### src/rtl/core/chst_pkg.sv
`default_nettype none

package chst_pkg;

    localparam int CAP_W   = 9;
    localparam int KEY_W   = 32;
    localparam int ID_W    = 8;
    // Bucket count is at most (3 * 511) / 2 = 766, so it fits in 10 bits.
    localparam int NB_W    = 10;
    localparam int DIGIT_W = 4;

    typedef enum logic [1:0] {
        STATUS_OK        = 2'd0,
        STATUS_NOT_FOUND = 2'd1,
        STATUS_DUPLICATE = 2'd2,
        STATUS_FULL      = 2'd3
    } status_t;

    typedef enum logic [3:0] {
        ST_CLEAR,
        ST_IDLE,
        ST_DIV,
        ST_HEAD_RD,
        ST_HEAD_LD,
        ST_WALK,
        ST_WALK_CMP,
        ST_INS_CELL,
        ST_INS_LINK,
        ST_DONE
    } state_t;

    typedef enum logic [2:0] {
        RES_NONE,
        RES_HIT,
        RES_NOT_FOUND,
        RES_DUPLICATE,
        RES_FULL,
        RES_INSERT
    } res_sel_t;

    typedef struct packed {
        logic     clr_step;
        logic     accept;
        logic     div_step;
        logic     head_ld;
        logic     walk_adv;
        logic     ins_cell;
        logic     ins_link;
        logic     load_out;
        res_sel_t res_sel;
    } ctl_cmd_t;

    typedef struct packed {
        logic clr_last;
        logic div_last;
        logic walk_end;
        logic key_match;
        logic is_find;
        logic table_full;
        logic out_free;
    } dp_stat_t;

endpackage

`default_nettype wire

### src/rtl/core/chst_ctrl.sv
`default_nettype none

module chst_ctrl
    import chst_pkg::*;
(
    input  wire logic     clk,
    input  wire logic     rst_n,
    input  wire logic     in_valid,
    input  wire logic     cfg_we,
    input  wire dp_stat_t stat,
    output ctl_cmd_t      ctl,
    output logic          in_stall
);

    state_t state_reg;
    state_t state_next;

    always_ff @(posedge clk or negedge rst_n)
    begin
        if (!rst_n)
        begin
            state_reg <= ST_CLEAR;
        end
        else
        begin
            state_reg <= state_next;
        end
    end

    always_comb
    begin
        state_next = state_reg;
        // A capacity write empties the table, so the bucket heads are swept again.
        priority if (cfg_we)
        begin
            state_next = ST_CLEAR;
        end
        else
        begin
            unique case (state_reg)
                ST_CLEAR:
                begin
                    if (stat.clr_last)
                    begin
                        state_next = ST_IDLE;
                    end
                end
                ST_IDLE:
                begin
                    if (in_valid)
                    begin
                        state_next = ST_DIV;
                    end
                end
                ST_DIV:
                begin
                    if (stat.div_last)
                    begin
                        state_next = ST_HEAD_RD;
                    end
                end
                ST_HEAD_RD:
                begin
                    state_next = ST_HEAD_LD;
                end
                ST_HEAD_LD:
                begin
                    state_next = ST_WALK;
                end
                ST_WALK:
                begin
                    if (!stat.walk_end)
                    begin
                        state_next = ST_WALK_CMP;
                    end
                    else if (stat.is_find || stat.table_full)
                    begin
                        state_next = ST_DONE;
                    end
                    else
                    begin
                        state_next = ST_INS_CELL;
                    end
                end
                ST_WALK_CMP:
                begin
                    state_next = stat.key_match ? ST_DONE : ST_WALK;
                end
                ST_INS_CELL:
                begin
                    state_next = ST_INS_LINK;
                end
                ST_INS_LINK:
                begin
                    state_next = ST_DONE;
                end
                ST_DONE:
                begin
                    if (stat.out_free)
                    begin
                        state_next = ST_IDLE;
                    end
                end
                default:
                begin
                    state_next = ST_CLEAR;
                end
            endcase
        end
    end

    always_comb
    begin
        ctl         = '0;
        ctl.res_sel = RES_NONE;
        in_stall    = (state_reg != ST_IDLE);
        unique case (state_reg)
            ST_CLEAR:
            begin
                ctl.clr_step = 1'b1;
            end
            ST_IDLE:
            begin
                ctl.accept = in_valid;
            end
            ST_DIV:
            begin
                ctl.div_step = 1'b1;
            end
            ST_HEAD_RD:
            begin
                ctl.res_sel = RES_NONE;
            end
            ST_HEAD_LD:
            begin
                ctl.head_ld = 1'b1;
            end
            ST_WALK:
            begin
                if (stat.walk_end)
                begin
                    if (stat.is_find)
                    begin
                        ctl.res_sel = RES_NOT_FOUND;
                    end
                    else if (stat.table_full)
                    begin
                        ctl.res_sel = RES_FULL;
                    end
                end
            end
            ST_WALK_CMP:
            begin
                if (stat.key_match)
                begin
                    ctl.res_sel = stat.is_find ? RES_HIT : RES_DUPLICATE;
                end
                else
                begin
                    ctl.walk_adv = 1'b1;
                end
            end
            ST_INS_CELL:
            begin
                ctl.ins_cell = 1'b1;
            end
            ST_INS_LINK:
            begin
                ctl.ins_link = 1'b1;
                ctl.res_sel  = RES_INSERT;
            end
            ST_DONE:
            begin
                ctl.load_out = stat.out_free;
            end
            default:
            begin
                ctl.res_sel = RES_NONE;
            end
        endcase
    end

endmodule

`default_nettype wire

### config.mk
export PLATFORM = sky130hd
export DESIGN_NAME = chst_ctrl
export DESIGN_NICKNAME = d
export VERILOG_FILES = /design/src/rtl/core/chst_pkg.sv /design/src/rtl/core/chst_ctrl.sv
export SDC_FILE = /design/constraint.sdc
export NUM_CORES = 1
export LEC_CHECK = 0
export BUFFER_PORTS_ARGS = -buffer_cell sky130_fd_sc_hd__buf_4
export CAP_MARGIN = 5
export CORE_AREA = 2 2 39 41
export CTS_CLUSTER_SIZE = 40
export DETAILED_ROUTE_END_ITERATION = 7
export DIE_AREA = 0 0 41 43
export SKIP_LAST_GASP = 1
export SLEW_MARGIN = 5
export SYNTH_ARGS = -nofsm -noshare
export SYNTH_HDL_FRONTEND = slang
export SYNTH_SLANG_ARGS = --single-unit
### constraint.sdc
create_clock -name clk -period 1.5 [get_ports clk]
set_clock_uncertainty 0.2 [all_clocks]
set_input_delay 0.15 -clock clk [delete_from_list [all_inputs] [get_ports clk]]
set_output_delay 0.15 -clock clk [all_outputs]
set_load 0.02 [all_outputs]
==> metrics.md <==
| Metric | Value |
|---|---|
| Unique masters post-synth | 29 |
| GRT busiest layer | met2 |
| Seq pwr share | between 10% and 20% |
| Grt total ovfl | 0 |
| Met2 usage | between 30% and 40% |
| DRT Pass-1 Iters | 4 |
| # fillers | 100 |
| Worst r2r dst | state_reg[1]$_DFFE_PN0P_ |
| # port buffers | 22 |
| Diode count | 0 |
| Multi-input logic area | 438 µm² |
| Site row count | 14 |
| CTS tree | done |
| Worst setup margin | -198 ps |
| Syn Area/Cell | 7.36 µm² |
| Critical Path Source Type | register |
| # setup viols final | 15 |
| Fmax | 589 MHz |
| Critical Path RT | 1150 ps |
| H-tree Lvls | 1 |
| Final ANT Viol Nets | 0 |
| Hpwl dp | about 1100 µm |
| Critical path class | reg2out |
| NumNets Final | between 100 and 150 |
| Clock latency on the worst-skew pair | 250 ps |
| Slew margin rel. | between 70% and 80% |
| Leak | between 0.4 and 0.5 nW |
| Int Pwr | approximately 0.56 mW |
| Wirelength, routed | 2130 µm |
| WL/cell | 18.0 µm |
| Worst-path clk slew | roughly 30 ps |
| Critical path capture point type | output pin |
| Largest net degree at the start of global routing | 10 |
| NetSw | 0.388 mW |
| CTS Sinks | 4 |
| Hold Crit Depth | 3 |
| Data arrival time of the critical path | about 1400 ps |
| Crit Reg-Reg Startpoint | state_reg[1]$_DFFE_PN0P_ |
| Share of layout cells above drive strength 1 | 64.7% |
| Endpoints failing hold | 0 |
| Status | finished, violations left |
| Fin crit share | 113% |
| Failing checks | negative setup slack |
| Register area | 105 µm² |
| Root Buffer | clkbuf_4 |
| Post-synth ARST share | 100% |
| Crit-path max cell delay | roughly 440 ps |
| Sw Ratio | 41.1% |
| CORE AREA | between 1000 and 1500 µm² |
| DIE WIDTH | 41 µm |
| Via total after detailed routing | about 670 |
| Crit-path max FO | 4 |
| Max FFs per register | 4 |
| Die height | 43 µm |
| Place WS | -7.07 ps |
| Vias in the first global route | between 600 and 700 |
| Die area | between 1500 and 2000 µm² |
| Post-synth EDFFs | 0 |
| Clock power share | 14.9% |
| Synth warnings | 0 |
| Crit. Startpoint | state_reg[0]$_DFFE_PN0P_ |
| Number of remaining DRC errors | 0 |
| Count of non-filler cells in the finished layout | 118 |
| Min Tclk post-route | 1700 ps |
| Synth Net Count | 69 |
| Combinational group share of total power | approximately two thirds |
| Cell Area, Synth | between 400 and 500 µm² |
| Post-synth top flop | dfrtp_1 |
| CTS Buffer Depth | 2 |
| Crit-path cells | nor4bb_4 -> a31oi_4 -> nor2_2 -> buf_6 |
| Worst Hold Class | in2reg |
| Sequential-to-total area share from yosys stat | about a quarter |
| Final TNS setup | -1730 ps |
| Critical Path Slowest Stage Cell | dfrtp_2 |
| Vias/cell | about 5.6 |
| Max VDD drop | slightly above 600 µV |
| Initial Util | 30.8% |
| Initial antenna violation count | 0 |
| First-pass GRT wire length | ~2900 µm |
| Max-cap check violation count | 0 |
| Synthesis-stage register bit count | 4 |
| Layout Area Growth over Synthesis | 131% |
| Dpl cells | 104 |
| Worst Tran Pin Value | approximately 320 ps |
| Cells after synthesis | between 50 and 60 |
| Power per cell area | 955 nW/µm² |
| GPL Wtd Cong | around 0.84 |
| Min-Delay Endpoint | state_reg[3]$_DFFE_PN0P_ |
| CTS Buf Count | 3 |
| Hold path start | stat[0] |
| R2r setup slk | -150 ps |
| Initial DRC count | 36 |
| GRT Util Overall | 24.7% |
| RSZ-0062 raised after global routing | yes |
| R2R cell count | 6 |
| Num ports | 23 |
| Met1 Usage GRT | between 30 and 40% |
| Worst Hold Margin | roughly 63 ps |
| Grt met3 use | a little over a tenth |
| Max-slew violations | 0 |
[cell type report]
type,instances,share of cell area [%]
multi-input combinational,49,44.4
inverter,1,0.380
sequential,4,10.6
tap,16,2.03
clock buffer,3,2.28
timing repair buffer,45,40.3
[synthesized netlist by cell type, drive strengths merged (2+ instances only)]
master / n / area share, %
a21oi: 3 / 3.5
dfrtp: 4 / 23
nand2: 3 / 2.6
nor4bb: 2 / 4.7
nor2: 6 / 5.3
buf: 4 / 4.7
nor3: 8 / 9.4
a31oi: 2 / 2.9
nand2b: 4 / 5.9
nor3b: 2 / 3.5
o21ai: 3 / 3.5
[per-stage QoR]
step | cell area, µm² | power [mW] | utilization (%)
after global placement | 701 | 0.555 | 50.6
after global routing | 987 | 0.992 | 71.3
after CTS | 871 | 0.810 | 62.9
after detailed placement | 701 | 0.554 | 50.6
after floorplan | 445 | 0.378 | -
final | 987 | 0.943 | 71.3
[worst max-delay path by stage]
stage	slack, ps	cells past startpoint	to
after floorplan	-70	3	ctl[7]
after global placement	10	3	state_reg[0]$_DFFE_PN0P_
after detailed placement	-7	3	state_reg[3]$_DFFE_PN0P_
after CTS	-160	4	ctl[0]
after global routing	-280	4	ctl[1]
final	-200	4	ctl[1]
[logic make-up after synthesis]
family                 after synthesis  synth area share (%)
flip-flops                           4                  23.5
AO/OA/AOI/OAI                       17                  27.3
multiplexers                         1                  2.35
buffers and inverters                5                  5.57
AND/OR/NAND/NOR                     31                  41.4
[worst max-delay path: cells and delay by family (launching register included)]
kind | cells | cell delay, ps
buf+inv | 1 | 120
flops | 1 | 440
simple gates | 2 | 480
compound gates | 1 | 60
[power by group through the flow]
stage                     combinational [mW]  clock [mW]  sequential (mW)
after global placement                 0.398           0            0.156
final                                  0.631       0.141            0.172
after detailed placement               0.397           0            0.157
after floorplan                        0.232           0            0.145
after CTS                              0.508       0.147            0.155
after global routing                   0.661       0.157            0.173
[metal layers]
layer,vias to the layer above,share of wire (%)
met1,318,43
li1,309,-
met5,-,0
met3,8,5.9
met4,0,3.1
met2,31,48
[cell usage in the layout (no fill, tap or decap), drive strengths merged, types with 2 or more instances in the layout]
cell         synthesis  final
nand2b               4      4
a21oi                3      3
dlygate4sd3          0      3
buf                  4     42
nor2                 6      6
nor3b                2      2
nand2                3      3
nor3                 8      8
nor4bb               2      2
o21ai                3      3
clkbuf               0      3
a31oi                2      2
dfrtp                4      4
[repair_timing]
item,CTS,global route
endpoints found under the setup margin,14,14
pin swaps,1,10
hold buffers,3,0
setup buffers,7,2
hold endpoints to repair,8,0
gates resized for setup,17,22
(Power assumes the default switching activity.)
